--- src/rtl/core/bbe_pkg.sv ---
`timescale 1ns / 1ps
// ----------------------------------------------------------------------------
// Bark band energy package
// Build-time constants, the Bark band tables and the command and status types
// shared by the controller and the datapath modules.
// ----------------------------------------------------------------------------
package bbe_pkg;

    localparam int FFT_SIZE    = 1024;
    localparam int BAND_COUNT  = 25;
    localparam int SAMPLE_BITS = 24;

    localparam int HALF_BINS  = FFT_SIZE / 2;
    localparam int BAND_BITS  = 5;
    localparam int WIDTH_W    = $clog2(HALF_BINS + 1);
    localparam int PWR_W      = 2 * SAMPLE_BITS;
    localparam int ACC_W      = 57;
    localparam int SUM_W      = ((PWR_W > ACC_W) ? PWR_W : ACC_W) + 1;
    localparam int VALUE_W    = 50;
    localparam int EXP_W      = 6;
    localparam int MANT_W     = 31;
    localparam int FRAC_W     = 30;
    localparam int SQR_IDX_W  = 5;
    localparam int LOGD_W     = 36;
    localparam int LOGL_W     = EXP_W + FRAC_W + 2;
    localparam int MAG_W      = LOGL_W - 8;
    localparam int TEN_LOG_W  = 18;
    localparam int LPROD_W    = MAG_W + TEN_LOG_W;
    localparam int Q_W        = LPROD_W + 1 - 30;
    localparam int CNT_W      = $clog2(ACC_W);
    localparam int SQR_STEPS  = 30;

    localparam int S_TDATA_W  = ((2 * SAMPLE_BITS + 7) / 8) * 8;
    localparam int M_TDATA_W  = ((VALUE_W + BAND_BITS + 7) / 8) * 8;

    localparam logic [ACC_W-1:0]        ENERGY_MAX  = {ACC_W{1'b1}};
    localparam logic [VALUE_W-1:0]      LIN_MAX     = {1'b0, {(VALUE_W-1){1'b1}}};
    localparam logic [VALUE_W-1:0]      DB_FLOOR    = VALUE_W'(-24576);
    localparam logic [TEN_LOG_W-1:0]    TEN_LOG10_2 = TEN_LOG_W'(197283);
    localparam logic [LPROD_W:0]        ROUND_HALF  = (LPROD_W+1)'(1) << 29;
    localparam logic [EXP_W-1:0]        EXP_TOP     = EXP_W'(ACC_W - 1);

    localparam longint unsigned A1_DEN = 64'd1000 * FFT_SIZE;
    localparam longint unsigned T_DEN  = 64'd100 * FFT_SIZE;

    localparam longint CORDIC_ANGLE [31] = '{
        843314857, 497837829, 263043837, 133525159, 67021687, 33543516,
        16775851, 8388437, 4194283, 2097149, 1048576, 524288, 262144, 131072,
        65536, 32768, 16384, 8192, 4096, 2048, 1024, 512, 256, 128, 64, 32,
        16, 8, 4, 2, 1
    };

    typedef logic [BAND_COUNT-1:0][WIDTH_W-1:0]   width_table_t;
    typedef logic [BAND_COUNT-1:0][BAND_BITS-1:0] band_table_t;
    typedef logic [BAND_COUNT-1:0][LOGD_W-1:0]    logd_table_t;
    typedef logic [BAND_COUNT-1:0]                flag_table_t;

    typedef struct packed {
        logic take;
        logic clear;
    } acc_cmd_t;

    typedef struct packed {
        logic pipe_busy;
    } acc_sts_t;

    typedef struct packed {
        logic                 load;
        logic                 div_step;
        logic                 norm_step;
        logic                 sqr_step;
        logic [SQR_IDX_W-1:0] sqr_bit;
        logic                 log_sub;
        logic                 log_mul;
        logic                 out_load;
        logic                 linear;
        logic [BAND_BITS-1:0] band;
        logic                 last;
    } math_cmd_t;

    typedef struct packed {
        logic norm_top;
        logic is_zero;
    } math_sts_t;

    // Arctangent of a non-negative Q30 argument by CORDIC, result in Q30.
    function automatic longint atan_q30(input longint arg);
        longint x;
        longint y;
        longint ang;
        longint nx;
        int     k;
        x   = longint'(1) <<< 30;
        y   = arg;
        ang = 0;
        if (arg <= 0)
        begin
            return 0;
        end
        for (k = 0; k < 31; k++)
        begin
            if (y > 0)
            begin
                nx  = x + (y >>> k);
                y   = y - (x >>> k);
                ang = ang + CORDIC_ANGLE[k];
            end
            else
            begin
                nx  = x - (y >>> k);
                y   = y + (x >>> k);
                ang = ang - CORDIC_ANGLE[k];
            end
            x = nx;
        end
        return ang;
    endfunction

    // Base-two logarithm in Q30 by repeated squaring of the mantissa.
    function automatic longint log2_q30(input longint unsigned v);
        int               p;
        int               k;
        longint unsigned  m;
        longint           f;
        p = 63;
        f = 0;
        while ((p > 0) && (((v >> p) & 64'd1) == 64'd0))
        begin
            p--;
        end
        m = (p > 30) ? (v >> (p - 30)) : (v << (30 - p));
        for (k = 30; k > 0; k--)
        begin
            m = (m * m) >> 30;
            if (m >= (64'd2 << 30))
            begin
                m = m >> 1;
                f = f | (longint'(1) <<< (k - 1));
            end
        end
        return (longint'(p) <<< 30) + f;
    endfunction

    function automatic width_table_t calc_widths();
        width_table_t    w;
        longint unsigned i;
        longint unsigned t;
        longint          a1;
        longint          a2;
        longint          z;
        longint          band;
        w = '0;
        for (i = 0; i < HALF_BINS; i++)
        begin
            a1 = longint'(((i * 64'd33516) << 30) / A1_DEN);
            t  = ((i * 64'd588) << 24) / T_DEN;
            a2 = longint'((t * t) >> 18);
            z  = 13 * atan_q30(a1) + ((7 * atan_q30(a2)) >>> 1);
            band = (z < 0) ? 0 : (z >>> 30);
            if (band > BAND_COUNT - 1)
            begin
                band = BAND_COUNT - 1;
            end
            w[band] = w[band] + WIDTH_W'(1);
        end
        return w;
    endfunction

    localparam width_table_t BAND_WIDTH = calc_widths();

    function automatic logic [BAND_BITS-1:0] calc_first();
        logic [BAND_BITS-1:0] fb;
        logic                 found;
        int                   j;
        fb    = '0;
        found = 1'b0;
        for (j = 0; j < BAND_COUNT; j++)
        begin
            if (!found && (BAND_WIDTH[j] != '0))
            begin
                fb    = BAND_BITS'(j);
                found = 1'b1;
            end
        end
        return fb;
    endfunction

    localparam logic [BAND_BITS-1:0] FIRST_BAND = calc_first();

    function automatic band_table_t calc_next();
        band_table_t nb;
        logic        found;
        int          b;
        int          j;
        nb = '0;
        for (b = 0; b < BAND_COUNT; b++)
        begin
            found = 1'b0;
            nb[b] = FIRST_BAND;
            for (j = b + 1; j < BAND_COUNT; j++)
            begin
                if (!found && (BAND_WIDTH[j] != '0))
                begin
                    nb[b] = BAND_BITS'(j);
                    found = 1'b1;
                end
            end
        end
        return nb;
    endfunction

    function automatic flag_table_t calc_last();
        flag_table_t lb;
        int          b;
        int          j;
        lb = '1;
        for (b = 0; b < BAND_COUNT; b++)
        begin
            for (j = b + 1; j < BAND_COUNT; j++)
            begin
                if (BAND_WIDTH[j] != '0)
                begin
                    lb[b] = 1'b0;
                end
            end
        end
        return lb;
    endfunction

    function automatic logd_table_t calc_log_den();
        logd_table_t     d;
        longint unsigned w;
        int              b;
        d = '0;
        for (b = 0; b < BAND_COUNT; b++)
        begin
            w    = (BAND_WIDTH[b] == '0) ? 64'd1 : 64'(BAND_WIDTH[b]);
            d[b] = LOGD_W'(log2_q30(w * 64'd96));
        end
        return d;
    endfunction

    localparam band_table_t NEXT_BAND = calc_next();
    localparam flag_table_t LAST_BAND = calc_last();
    localparam logd_table_t LOG_DEN   = calc_log_den();

endpackage

--- src/rtl/core/bbe_accum.sv ---
`timescale 1ns / 1ps
// ----------------------------------------------------------------------------
// Bark band energy accumulator
// Three-stage bin pipeline: capture, magnitude squaring, saturating band sum.
// ----------------------------------------------------------------------------
module bbe_accum (
    input  logic                                 clk,
    input  logic                                 rst_n,
    input  bbe_pkg::acc_cmd_t                    cmd,
    input  logic signed [bbe_pkg::SAMPLE_BITS-1:0] real_part,
    input  logic signed [bbe_pkg::SAMPLE_BITS-1:0] imag_part,
    output bbe_pkg::acc_sts_t                    sts,
    output logic        [bbe_pkg::ACC_W-1:0]     energy
);
    import bbe_pkg::*;

    logic signed [SAMPLE_BITS-1:0] re_reg;
    logic signed [SAMPLE_BITS-1:0] im_reg;
    logic                          v1_reg;
    logic        [PWR_W-1:0]       sq_re_reg;
    logic        [PWR_W-1:0]       sq_im_reg;
    logic                          v2_reg;
    logic        [ACC_W-1:0]       energy_reg;
    logic        [ACC_W-1:0]       energy_next;

    logic [SAMPLE_BITS-1:0] mag_re;
    logic [SAMPLE_BITS-1:0] mag_im;
    logic [SUM_W-1:0]       sum;

    assign mag_re = re_reg[SAMPLE_BITS-1] ? (~re_reg + SAMPLE_BITS'(1)) : re_reg;
    assign mag_im = im_reg[SAMPLE_BITS-1] ? (~im_reg + SAMPLE_BITS'(1)) : im_reg;

    assign sum = SUM_W'(energy_reg) + SUM_W'(sq_re_reg) + SUM_W'(sq_im_reg);

    always_comb
    begin
        energy_next = energy_reg;
        if (cmd.clear)
        begin
            energy_next = '0;
        end
        else if (v2_reg)
        begin
            energy_next = (sum > SUM_W'(ENERGY_MAX)) ? ENERGY_MAX : sum[ACC_W-1:0];
        end
    end

    always_ff @(posedge clk or negedge rst_n)
    begin
        if (!rst_n)
        begin
            v1_reg     <= 1'b0;
            v2_reg     <= 1'b0;
            energy_reg <= '0;
        end
        else
        begin
            v1_reg     <= cmd.take;
            v2_reg     <= v1_reg;
            energy_reg <= energy_next;
        end
    end

    always_ff @(posedge clk)
    begin
        if (cmd.take)
        begin
            re_reg <= real_part;
            im_reg <= imag_part;
        end
        if (v1_reg)
        begin
            sq_re_reg <= PWR_W'(mag_re) * PWR_W'(mag_re);
            sq_im_reg <= PWR_W'(mag_im) * PWR_W'(mag_im);
        end
    end

    assign sts.pipe_busy = v1_reg | v2_reg;
    assign energy        = energy_reg;

endmodule

--- config.mk ---
export PLATFORM = sky130hd
export DESIGN_NAME = bbe_accum
export DESIGN_NICKNAME = d
export VERILOG_FILES = /design/src/rtl/core/bbe_pkg.sv /design/src/rtl/core/bbe_accum.sv
export SDC_FILE = /design/constraint.sdc
export NUM_CORES = 2
export LEC_CHECK = 0
export BUFFER_PORTS_ARGS = -buffer_cell sky130_fd_sc_hd__buf_2
export CAP_MARGIN = 20
export CORE_MARGIN = 2
export CORE_UTILIZATION = 65
export DETAILED_ROUTE_END_ITERATION = 8
export GPL_ROUTABILITY_DRIVEN = 0
export HOLD_SLACK_MARGIN = 0.02
export PLACE_DENSITY = 0.82
export SKIP_CTS_REPAIR_TIMING = 1
export SLEW_MARGIN = 20
export SYNTH_ARGS = -nofsm -noshare
export SYNTH_HDL_FRONTEND = slang
export SYNTH_SLANG_ARGS = --single-unit
--- constraint.sdc ---
create_clock -name clk -period 27.2 [get_ports clk]
set_input_delay 6.8 -clock clk [delete_from_list [all_inputs] [get_ports clk]]
set_output_delay 6.8 -clock clk [all_outputs]
set_load 0.05 [all_outputs]
==> qor.yml <==
yosysTopAreaCell: "fa_1"
root_buffer: "clkbuf_16"
rows: 93
die_h_um: 260
worstPathArrival_ns: 12.41
synth.area.top_cells: "fa_1 (42%), ha_1 (11%), inv_1 (10%), edfxtp_1 (10%), nand2_1 (3.5%)"
htree_levels: 1
start_kind: "flop"
slew_viol_final: 0
avgSynthCellArea_um2: 9.56
drv_cap: 0
grt_overflow_total: 0
io_pins: 110
cts.sinks: 201
clkLatencyLatePin_ns: 0.58
worstPathRequired_ns: 27.51
skew_ns: 0.0388
grt_antenna_before_repair: 1
grtUsageTotal_pct: 32.9
syn_area_um2: 42700
slowest_delay_ns: 0.98
cts_tree: "yes"
synth-edff-count: 142
wl_um: 105000
viasPerCell: 5.85
fin_setup_tns_ns: 0
cts_buffer_depth: 3
period_needed_ns: 12.10
setup_violations: 0
worst_hold_path_type: "reg2reg"
cp_common_cell: "fa_1"
drive_gt1_share_pct: 4.84
grt_pass1_vias: 34400
grt_max_degree: 70
nNetsFinal: 5881
dieArea_um2: 67700
final_cell_mix: "inv_1 (1180), fa_1 (894), nand2_1 (395)"
area_delta_synth_final_pct: 5.62
largest_reg_flops: 57
num-fill-cells: 4789
synth_top_area_share_pct: 42.0
ys_warn_count: 0
wl_per_cell_um: 19.4
cts_buffers: 24
drc_errors: 0
status: "completed"
grt_pass1_wl_um: 174000
io_buffers: 109
synthArstFlopShare_pct: 29.4
maxSlewHeadroom_pct: 24.2
die_w_um: 260
vias: 31700
worstPathMaxFanout: 18
critical_path_class: "reg2reg"
dp.final_hpwl_um: 85200
core_um2: 64700
final_common_cell: "inv_1"
path_clk_slew_ns: 0.08
netlist_instances: 4463
worstMarginPinSlew_ns: 1.13
drt_first_pass_iters: 6
end_kind: "flop"
synth-main-ff-cell: "edfxtp_1"
rsz0062_at_grt: "no"
drt_iter0_drc: 3061
antenna_left: 0
finalCritPeriodShare_pct: 44.5
slowest_stage: "clkinv_1"
finalHoldViolCount: 0
synth_cell_types: 78
ys_seq_area_share_pct: 13.5
clock.fmax_ghz: 0.0826
start_util_pct: 65.9
synth_seq_cells: 201
## synthesized netlist by cell type (22+ instances only)
| cell | count |
|---|---|
| xor2_1 | 74 |
| nor2_1 | 352 |
| a311oi_1 | 39 |
| a31oi_1 | 23 |
| xnor2_1 | 108 |
| o21ai_0 | 80 |
| nand2_1 | 395 |
| clkbuf_1 | 118 |
| inv_1 | 1180 |
| a21o_1 | 66 |
| and3_1 | 22 |
| ha_1 | 386 |
| nand3_1 | 36 |
| fa_1 | 894 |
| edfxtp_1 | 142 |
| nor3_1 | 28 |
| a21oi_1 | 136 |
| dfrtp_1 | 59 |
## metal layers
layer	global-route usage [%]	part of all wire, %
met5	0	0
met4	14.6	5.3
met3	6.61	11
met2	52.8	47
met1	43.7	37
## area by class of cell
type                    count  area (um^2)  share of cell area (%)
clock buffers              32          672                    1.49
multi-input cells        2975        32100                    71.2
diodes                      1         2.50                 0.00555
clock inverters            11          111                   0.247
inverters                1195         4490                    9.96
well taps                 855         1070                    2.37
flip-flops and latches    201         5750                    12.8
repair buffers            152          868                    1.93
## final timing paths
path | from | end | slack (ns) | cells after the start
setup / recovery | re_reg[0] | sq_re_reg[47] | 15.10 | 28
hold / removal | energy[48] | energy[48] | 0.59 | 2
setup reg to reg | re_reg[0] | sq_re_reg[47] | 15.10 | 28
hold reg to reg | energy[48] | energy[48] | 0.59 | 2
max in group asynchronous | rst_n | v1_reg | 20.07 | 2
min in group asynchronous | rst_n | energy[9] | 6.40 | 2
## critical path: cells and delay by family, from the launching register on
kind	cells	cell delay, ns
adder cells (fa/ha/maj)	9	4.09
flip-flops	1	0.73
AO/OA/AOI/OAI	5	2.26
buffers and inverters	5	1.80
XOR/XNOR	2	0.91
AND/OR/NAND/NOR	7	2.02
## per-stage QoR
step	setup slack [ns]	instances	utilization, %	hold WS, ns	area (um^2)
detailed placement	15.62	5377	68.4	0.582	44300
floorplan	17.64	4497	-	0.463	42800
CTS	15.57	5420	69.6	0.591	45000
global placement	15.99	5377	68.4	0.563	44300
finish	15.10	5422	69.6	0.593	45100
global route	14.78	5421	69.6	0.603	45100
## logic make-up after synthesis
| kind of cell | count (synthesis) | synth area share [%] |
|---|---|---|
| xor gates and xnor gates | 185 | 3.85 |
| other | 2 | 0.0176 |
| DFF | 201 | 13.5 |
| muxes | 2 | 0.0469 |
| buffers and inverters | 1321 | 11.6 |
| and+or+nand+nor | 959 | 9.69 |
| AOI/OAI and AO/OA | 513 | 8.02 |
| adders and majority gates | 1280 | 53.3 |
Power is not shown: default switching activity piles up to over one toggle a cycle in this logic, so the estimate is an artifact.
