<file path="src/rtl/core/bbe_pkg.sv">
`timescale 1ns / 1ps
// ----------------------------------------------------------------------------
// Bark band energy package
// Build-time constants, the Bark band tables and the command and status types
// shared by the controller and the datapath modules.
// ----------------------------------------------------------------------------
package bbe_pkg;

    localparam int FFT_SIZE    = 1024;
    localparam int BAND_COUNT  = 25;
    localparam int SAMPLE_BITS = 24;

    localparam int HALF_BINS  = FFT_SIZE / 2;
    localparam int BAND_BITS  = 5;
    localparam int WIDTH_W    = $clog2(HALF_BINS + 1);
    localparam int PWR_W      = 2 * SAMPLE_BITS;
    localparam int ACC_W      = 57;
    localparam int SUM_W      = ((PWR_W > ACC_W) ? PWR_W : ACC_W) + 1;
    localparam int VALUE_W    = 50;
    localparam int EXP_W      = 6;
    localparam int MANT_W     = 31;
    localparam int FRAC_W     = 30;
    localparam int SQR_IDX_W  = 5;
    localparam int LOGD_W     = 36;
    localparam int LOGL_W     = EXP_W + FRAC_W + 2;
    localparam int MAG_W      = LOGL_W - 8;
    localparam int TEN_LOG_W  = 18;
    localparam int LPROD_W    = MAG_W + TEN_LOG_W;
    localparam int Q_W        = LPROD_W + 1 - 30;
    localparam int CNT_W      = $clog2(ACC_W);
    localparam int SQR_STEPS  = 30;

    localparam int S_TDATA_W  = ((2 * SAMPLE_BITS + 7) / 8) * 8;
    localparam int M_TDATA_W  = ((VALUE_W + BAND_BITS + 7) / 8) * 8;

    localparam logic [ACC_W-1:0]        ENERGY_MAX  = {ACC_W{1'b1}};
    localparam logic [VALUE_W-1:0]      LIN_MAX     = {1'b0, {(VALUE_W-1){1'b1}}};
    localparam logic [VALUE_W-1:0]      DB_FLOOR    = VALUE_W'(-24576);
    localparam logic [TEN_LOG_W-1:0]    TEN_LOG10_2 = TEN_LOG_W'(197283);
    localparam logic [LPROD_W:0]        ROUND_HALF  = (LPROD_W+1)'(1) << 29;
    localparam logic [EXP_W-1:0]        EXP_TOP     = EXP_W'(ACC_W - 1);

    localparam longint unsigned A1_DEN = 64'd1000 * FFT_SIZE;
    localparam longint unsigned T_DEN  = 64'd100 * FFT_SIZE;

    localparam longint CORDIC_ANGLE [31] = '{
        843314857, 497837829, 263043837, 133525159, 67021687, 33543516,
        16775851, 8388437, 4194283, 2097149, 1048576, 524288, 262144, 131072,
        65536, 32768, 16384, 8192, 4096, 2048, 1024, 512, 256, 128, 64, 32,
        16, 8, 4, 2, 1
    };

    typedef logic [BAND_COUNT-1:0][WIDTH_W-1:0]   width_table_t;
    typedef logic [BAND_COUNT-1:0][BAND_BITS-1:0] band_table_t;
    typedef logic [BAND_COUNT-1:0][LOGD_W-1:0]    logd_table_t;
    typedef logic [BAND_COUNT-1:0]                flag_table_t;

    typedef struct packed {
        logic take;
        logic clear;
    } acc_cmd_t;

    typedef struct packed {
        logic pipe_busy;
    } acc_sts_t;

    typedef struct packed {
        logic                 load;
        logic                 div_step;
        logic                 norm_step;
        logic                 sqr_step;
        logic [SQR_IDX_W-1:0] sqr_bit;
        logic                 log_sub;
        logic                 log_mul;
        logic                 out_load;
        logic                 linear;
        logic [BAND_BITS-1:0] band;
        logic                 last;
    } math_cmd_t;

    typedef struct packed {
        logic norm_top;
        logic is_zero;
    } math_sts_t;

    // Arctangent of a non-negative Q30 argument by CORDIC, result in Q30.
    function automatic longint atan_q30(input longint arg);
        longint x;
        longint y;
        longint ang;
        longint nx;
        int     k;
        x   = longint'(1) <<< 30;
        y   = arg;
        ang = 0;
        if (arg <= 0)
        begin
            return 0;
        end
        for (k = 0; k < 31; k++)
        begin
            if (y > 0)
            begin
                nx  = x + (y >>> k);
                y   = y - (x >>> k);
                ang = ang + CORDIC_ANGLE[k];
            end
            else
            begin
                nx  = x - (y >>> k);
                y   = y + (x >>> k);
                ang = ang - CORDIC_ANGLE[k];
            end
            x = nx;
        end
        return ang;
    endfunction

    // Base-two logarithm in Q30 by repeated squaring of the mantissa.
    function automatic longint log2_q30(input longint unsigned v);
        int               p;
        int               k;
        longint unsigned  m;
        longint           f;
        p = 63;
        f = 0;
        while ((p > 0) && (((v >> p) & 64'd1) == 64'd0))
        begin
            p--;
        end
        m = (p > 30) ? (v >> (p - 30)) : (v << (30 - p));
        for (k = 30; k > 0; k--)
        begin
            m = (m * m) >> 30;
            if (m >= (64'd2 << 30))
            begin
                m = m >> 1;
                f = f | (longint'(1) <<< (k - 1));
            end
        end
        return (longint'(p) <<< 30) + f;
    endfunction

    function automatic width_table_t calc_widths();
        width_table_t    w;
        longint unsigned i;
        longint unsigned t;
        longint          a1;
        longint          a2;
        longint          z;
        longint          band;
        w = '0;
        for (i = 0; i < HALF_BINS; i++)
        begin
            a1 = longint'(((i * 64'd33516) << 30) / A1_DEN);
            t  = ((i * 64'd588) << 24) / T_DEN;
            a2 = longint'((t * t) >> 18);
            z  = 13 * atan_q30(a1) + ((7 * atan_q30(a2)) >>> 1);
            band = (z < 0) ? 0 : (z >>> 30);
            if (band > BAND_COUNT - 1)
            begin
                band = BAND_COUNT - 1;
            end
            w[band] = w[band] + WIDTH_W'(1);
        end
        return w;
    endfunction

    localparam width_table_t BAND_WIDTH = calc_widths();

    function automatic logic [BAND_BITS-1:0] calc_first();
        logic [BAND_BITS-1:0] fb;
        logic                 found;
        int                   j;
        fb    = '0;
        found = 1'b0;
        for (j = 0; j < BAND_COUNT; j++)
        begin
            if (!found && (BAND_WIDTH[j] != '0))
            begin
                fb    = BAND_BITS'(j);
                found = 1'b1;
            end
        end
        return fb;
    endfunction

    localparam logic [BAND_BITS-1:0] FIRST_BAND = calc_first();

    function automatic band_table_t calc_next();
        band_table_t nb;
        logic        found;
        int          b;
        int          j;
        nb = '0;
        for (b = 0; b < BAND_COUNT; b++)
        begin
            found = 1'b0;
            nb[b] = FIRST_BAND;
            for (j = b + 1; j < BAND_COUNT; j++)
            begin
                if (!found && (BAND_WIDTH[j] != '0))
                begin
                    nb[b] = BAND_BITS'(j);
                    found = 1'b1;
                end
            end
        end
        return nb;
    endfunction

    function automatic flag_table_t calc_last();
        flag_table_t lb;
        int          b;
        int          j;
        lb = '1;
        for (b = 0; b < BAND_COUNT; b++)
        begin
            for (j = b + 1; j < BAND_COUNT; j++)
            begin
                if (BAND_WIDTH[j] != '0)
                begin
                    lb[b] = 1'b0;
                end
            end
        end
        return lb;
    endfunction

    function automatic logd_table_t calc_log_den();
        logd_table_t     d;
        longint unsigned w;
        int              b;
        d = '0;
        for (b = 0; b < BAND_COUNT; b++)
        begin
            w    = (BAND_WIDTH[b] == '0) ? 64'd1 : 64'(BAND_WIDTH[b]);
            d[b] = LOGD_W'(log2_q30(w * 64'd96));
        end
        return d;
    endfunction

    localparam band_table_t NEXT_BAND = calc_next();
    localparam flag_table_t LAST_BAND = calc_last();
    localparam logd_table_t LOG_DEN   = calc_log_den();

endpackage

</file>
<file path="src/rtl/core/bbe_math.sv">
`timescale 1ns / 1ps
// ----------------------------------------------------------------------------
// Bark band energy band arithmetic
// Bit-serial divider for the mean, normaliser and squaring logarithm for the
// decibel level, and the result register of the output stream.
// ----------------------------------------------------------------------------
module bbe_math (
    input  logic                                clk,
    input  logic                                rst_n,
    input  bbe_pkg::math_cmd_t                  cmd,
    input  logic        [bbe_pkg::ACC_W-1:0]    energy,
    output bbe_pkg::math_sts_t                  sts,
    output logic        [bbe_pkg::BAND_BITS-1:0] band_number,
    output logic signed [bbe_pkg::VALUE_W-1:0]  band_value,
    output logic                                last_band
);
    import bbe_pkg::*;

    logic [ACC_W-1:0]     work_reg;
    logic [WIDTH_W-1:0]   rem_reg;
    logic [EXP_W-1:0]     exp_reg;
    logic [MANT_W-1:0]    m_reg;
    logic [FRAC_W-1:0]    f_reg;
    logic                 zero_reg;
    logic                 neg_reg;
    logic [MAG_W-1:0]     mag_reg;
    logic [LPROD_W-1:0]   prod_reg;
    logic [VALUE_W-1:0]   value_reg;
    logic [BAND_BITS-1:0] band_reg;
    logic                 last_reg;

    logic [WIDTH_W-1:0]      divisor;
    logic [WIDTH_W:0]        shifted;
    logic [WIDTH_W+1:0]      diff;
    logic [2*MANT_W-1:0]     sq;
    logic [MANT_W:0]         sq_top;
    logic signed [LOGL_W-1:0] lval;
    logic [LOGL_W-1:0]       labs;
    logic [LPROD_W:0]        rounded;
    logic [Q_W-1:0]          q;
    logic [VALUE_W-1:0]      log_value;
    logic [VALUE_W-1:0]      lin_value;
    logic [VALUE_W-1:0]      final_value;

    assign divisor = (BAND_WIDTH[cmd.band] == '0) ? WIDTH_W'(1) : BAND_WIDTH[cmd.band];
    assign shifted = {rem_reg, work_reg[ACC_W-1]};
    assign diff    = {1'b0, shifted} - {2'b00, divisor};

    assign sq     = m_reg * m_reg;
    assign sq_top = sq[2*MANT_W-1:30];

    assign lval = $signed({2'b00, exp_reg, f_reg}) - $signed({2'b00, LOG_DEN[cmd.band]});
    assign labs = lval[LOGL_W-1] ? (~lval + LOGL_W'(1)) : lval;

    assign rounded   = {1'b0, prod_reg} + ROUND_HALF;
    assign q         = rounded[LPROD_W:30];
    assign log_value = neg_reg ? (~VALUE_W'(q) + VALUE_W'(1)) : VALUE_W'(q);
    assign lin_value = (work_reg > ACC_W'(LIN_MAX)) ? LIN_MAX : work_reg[VALUE_W-1:0];

    always_comb
    begin
        if (cmd.linear)
        begin
            final_value = lin_value;
        end
        else if (zero_reg)
        begin
            final_value = DB_FLOOR;
        end
        else
        begin
            final_value = log_value;
        end
    end

    always_ff @(posedge clk or negedge rst_n)
    begin
        if (!rst_n)
        begin
            work_reg  <= '0;
            rem_reg   <= '0;
            exp_reg   <= '0;
            m_reg     <= '0;
            f_reg     <= '0;
            zero_reg  <= 1'b0;
            neg_reg   <= 1'b0;
            mag_reg   <= '0;
            prod_reg  <= '0;
            value_reg <= '0;
            band_reg  <= '0;
            last_reg  <= 1'b0;
        end
        else
        begin
            if (cmd.load)
            begin
                work_reg <= energy;
                rem_reg  <= '0;
                exp_reg  <= EXP_TOP;
                f_reg    <= '0;
                zero_reg <= (energy == '0);
            end
            else if (cmd.div_step)
            begin
                if (!diff[WIDTH_W+1])
                begin
                    rem_reg  <= diff[WIDTH_W-1:0];
                    work_reg <= {work_reg[ACC_W-2:0], 1'b1};
                end
                else
                begin
                    rem_reg  <= shifted[WIDTH_W-1:0];
                    work_reg <= {work_reg[ACC_W-2:0], 1'b0};
                end
            end
            else if (cmd.norm_step)
            begin
                if (work_reg[ACC_W-1])
                begin
                    m_reg <= work_reg[ACC_W-1:ACC_W-MANT_W];
                end
                else
                begin
                    work_reg <= {work_reg[ACC_W-2:0], 1'b0};
                    exp_reg  <= exp_reg - EXP_W'(1);
                end
            end
            else if (cmd.sqr_step)
            begin
                if (sq_top[MANT_W])
                begin
                    m_reg              <= sq_top[MANT_W:1];
                    f_reg[cmd.sqr_bit] <= 1'b1;
                end
                else
                begin
                    m_reg <= sq_top[MANT_W-1:0];
                end
            end
            if (cmd.log_sub)
            begin
                neg_reg <= lval[LOGL_W-1];
                mag_reg <= labs[LOGL_W-1:8];
            end
            if (cmd.log_mul)
            begin
                prod_reg <= mag_reg * TEN_LOG10_2;
            end
            if (cmd.out_load)
            begin
                value_reg <= final_value;
                band_reg  <= cmd.band;
                last_reg  <= cmd.last;
            end
        end
    end

    assign sts.norm_top = work_reg[ACC_W-1];
    assign sts.is_zero  = zero_reg;

    assign band_number = band_reg;
    assign band_value  = value_reg;
    assign last_band   = last_reg;

endmodule

</file>
<file path="config.mk">
export PLATFORM = sky130hd
export DESIGN_NAME = bbe_math
export DESIGN_NICKNAME = d
export VERILOG_FILES = /design/src/rtl/core/bbe_pkg.sv /design/src/rtl/core/bbe_math.sv
export SDC_FILE = /design/constraint.sdc
export NUM_CORES = 2
export LEC_CHECK = 0
export BUFFER_PORTS_ARGS = -buffer_cell sky130_fd_sc_hd__buf_2
export CELL_PAD_IN_SITES_DETAIL_PLACEMENT = 1
export CELL_PAD_IN_SITES_GLOBAL_PLACEMENT = 1
export CORE_UTILIZATION = 37
export DETAILED_ROUTE_END_ITERATION = 8
export PLACE_DENSITY = 0.77
export SLEW_MARGIN = 25
export SYNTH_ARGS = -nofsm -noshare
export SYNTH_HDL_FRONTEND = slang
export SYNTH_SLANG_ARGS = --single-unit
</file>
<file path="constraint.sdc">
create_clock -name clk -period 8.2 [get_ports clk]
set_input_delay 0 -clock clk [delete_from_list [all_inputs] [get_ports clk]]
set_output_delay 0 -clock clk [all_outputs]
set_load 0.05 [all_outputs]
</file>
==> run metrics <==
First-pass DRT Iterations=6; Worst path most repeated cell=fa_1; # clock sinks=241; worst hold path class=in2reg; netlist area before placement=49600 sq um; CTS tree=built; RSZ-0062 raised after global routing=yes; Buffers on Ports=135; Iter 0 DRT Violations=2833; Starting Density=0.375; vias per std cell=5.38; Tmin final=8.62 ns; Startpoint Class=flip-flop; HPWL after detailed placement=144000 um; R2R depth=34; crit path max fanout=4; fin cells=7789; Max-slew headroom=0.342; Area contributors post-synth=fa_1 (36%), ha_1 (14%), dfrtp_1 (12%); Least-Margin Pin Slew=0.979 ns; die height=368 um; Fin Hold WS=-0.0162 ns; number of synthesized flops with an enable pin=0; syn avg cell area=8.96 sq um; global-route met2 utilization=0.444; skew final=0.0298 ns; GRT met3 Usage=0.0411; cell count after placement=7580; Synth Flop Type=dfrtp_1; register area=6050 sq um; Post-Route WL=181000 um; vias in the first global route=47000; Slew Limit Fails=0; DR WL/cell=23.2 um; GR peak layer=met2; CTS root buffer=clkbuf_16; commonest non-fill, non-tap cell in the layout=inv_1; failing checks=hold timing, setup timing; largest net degree at the start of global routing=161; Max Clock Freq=0.116 GHz; fin crit share=1.05; Seq/Total Area, Yosys=0.122; Die Footprint=136000 sq um; CP Class=reg2reg; multi-input logic area=38600 sq um; grt met1 use=0.329; first-pass GRT wire length=274000 um; Die W=368 um; clk_lat worst skew=0.62 ns; number of remaining DRC errors=0; Nets=7500; Worst EP required=8.71 ns; most frequent cells in the layout=inv_1 (1262), fa_1 (847), ha_1 (519), nand2_1 (408), buf_4 (394); Inserted Clock Buffers=31; hold depth=5; Reg clk slew, reported paths=0.06 ns; Core Region=132000 sq um; endpoint class of the critical path=flip-flop; Routed Antenna Nets=0; GRT overflow=0; Worst path max stage delay=0.57 ns; max reg flops=57; top-area cell type share of the netlist area=0.357; status=complete, but fails checks; #FFs+latches synth=241; Mapped Cells=5536; Synth async-reset ratio=1.00; fill count=15300; initial antenna violation count=15; gr usage total=0.260; H-tree depth=1; max-cap viol count=0; Max Root-Sink Buffers=3; share of layout cells above drive strength 1=0.157; # IOs=136; Vias=41900; cell accounting for the most synthesized area=fa_1; Final setup viols=61; worst slack at placement=-0.665 ns; Rows=133; final hold violation count=4; area delta synth->final=17.8%; synth warn=0; syn nets=7035; slowest CP cell=fa_1; final worst slack=-0.416 ns; Yosys cell types=79; placer's final routability congestion estimate=0.960; crit path DAT=9.13 ns
-- synth_stat cells, types with 24 or more instances --
| cell | count |
|---|---|
| a211oi_1 | 51 |
| a21o_1 | 59 |
| a21oi_1 | 219 |
| a221oi_1 | 61 |
| a31oi_1 | 33 |
| and2_1 | 199 |
| and3_1 | 42 |
| clkbuf_1 | 216 |
| dfrtp_1 | 241 |
| fa_1 | 884 |
| ha_1 | 537 |
| inv_1 | 1308 |
| mux2_2 | 26 |
| nand2_1 | 431 |
| nand2b_1 | 24 |
| nand3_1 | 56 |
| nand4_1 | 32 |
| nor2_1 | 366 |
| nor2b_1 | 32 |
| nor3_1 | 40 |
| o21ai_0 | 181 |
| xnor2_1 | 99 |
| xor2_1 | 53 |
-- critical path: cells and delay by family (launching register included) --
kind	cells	cell delay, ns
flip-flops	1	0.44
adder cells (fa/ha/maj)	9	4.42
buffers and inverters	13	1.54
XOR/XNOR	1	0.19
AO/OA/AOI/OAI	6	1.18
multiplexers	1	0.23
AND/OR/NAND/NOR	4	0.48
-- final timing paths --
check                                    from            end  slack, ns
worst min register to register  band_value[6]  band_value[6]       0.48
worst max register to register      m_reg[17]       m_reg[9]      -0.42
worst min-delay path                  cmd[10]      f_reg[10]      -0.02
min in group asynchronous               rst_n      f_reg[21]       0.01
max in group asynchronous               rst_n        neg_reg       6.73
worst max-delay path                m_reg[17]       m_reg[9]      -0.42
-- kinds of logic after synthesis --
group,synth area share
buf+inv,0.118
fa+ha+maj,0.492
simple gates,0.127
compound gates,0.104
flops,0.122
xor+xnor,0.0268
mux,0.0104
-- routing by layer --
metal | vias up | routed length, um
li1 | 18300 | -
met1 | 21600 | 72800
met2 | 1521 | 87700
met3 | 464 | 11600
met4 | 8 | 8470
met5 | - | 57
-- layout make-up --
class                           count  area share
Multi-Input combinational cell   3744       0.661
Sequential cell                   241       0.104
Timing Repair Buffer              672      0.0945
Inverter                         1311      0.0845
Tap cell                         1755      0.0376
Clock buffer                       42      0.0155
Clock inverter                     11     0.00233
Antenna cell                       13    0.000557
-- through the flow --
step	setup TNS, ns	instance area, sq um	hold slack, ns	util
final	-17.22	58400	-0.0162	0.442
after global placement	-17.59	54800	0.0734	0.415
after CTS	-0.0983	57500	0.0100	0.434
after global routing	-27.07	58400	0.00573	0.441
after detailed placement	-26.03	54800	0.0819	0.415
after floorplan	0	49600	-0.296	-
-- timing repair --
item                       in CTS  in global routing
gates cloned                    2                  2
resized for setup             148                189
pin swaps                      33                169
setup endpoints to repair      61                 61
hold buffers                   72                  0
hold endpoints to repair      237                  0
setup buffers                  25                 45
Power is not shown: default switching activity piles up to over one toggle a cycle in this logic, so the estimate is an artifact.
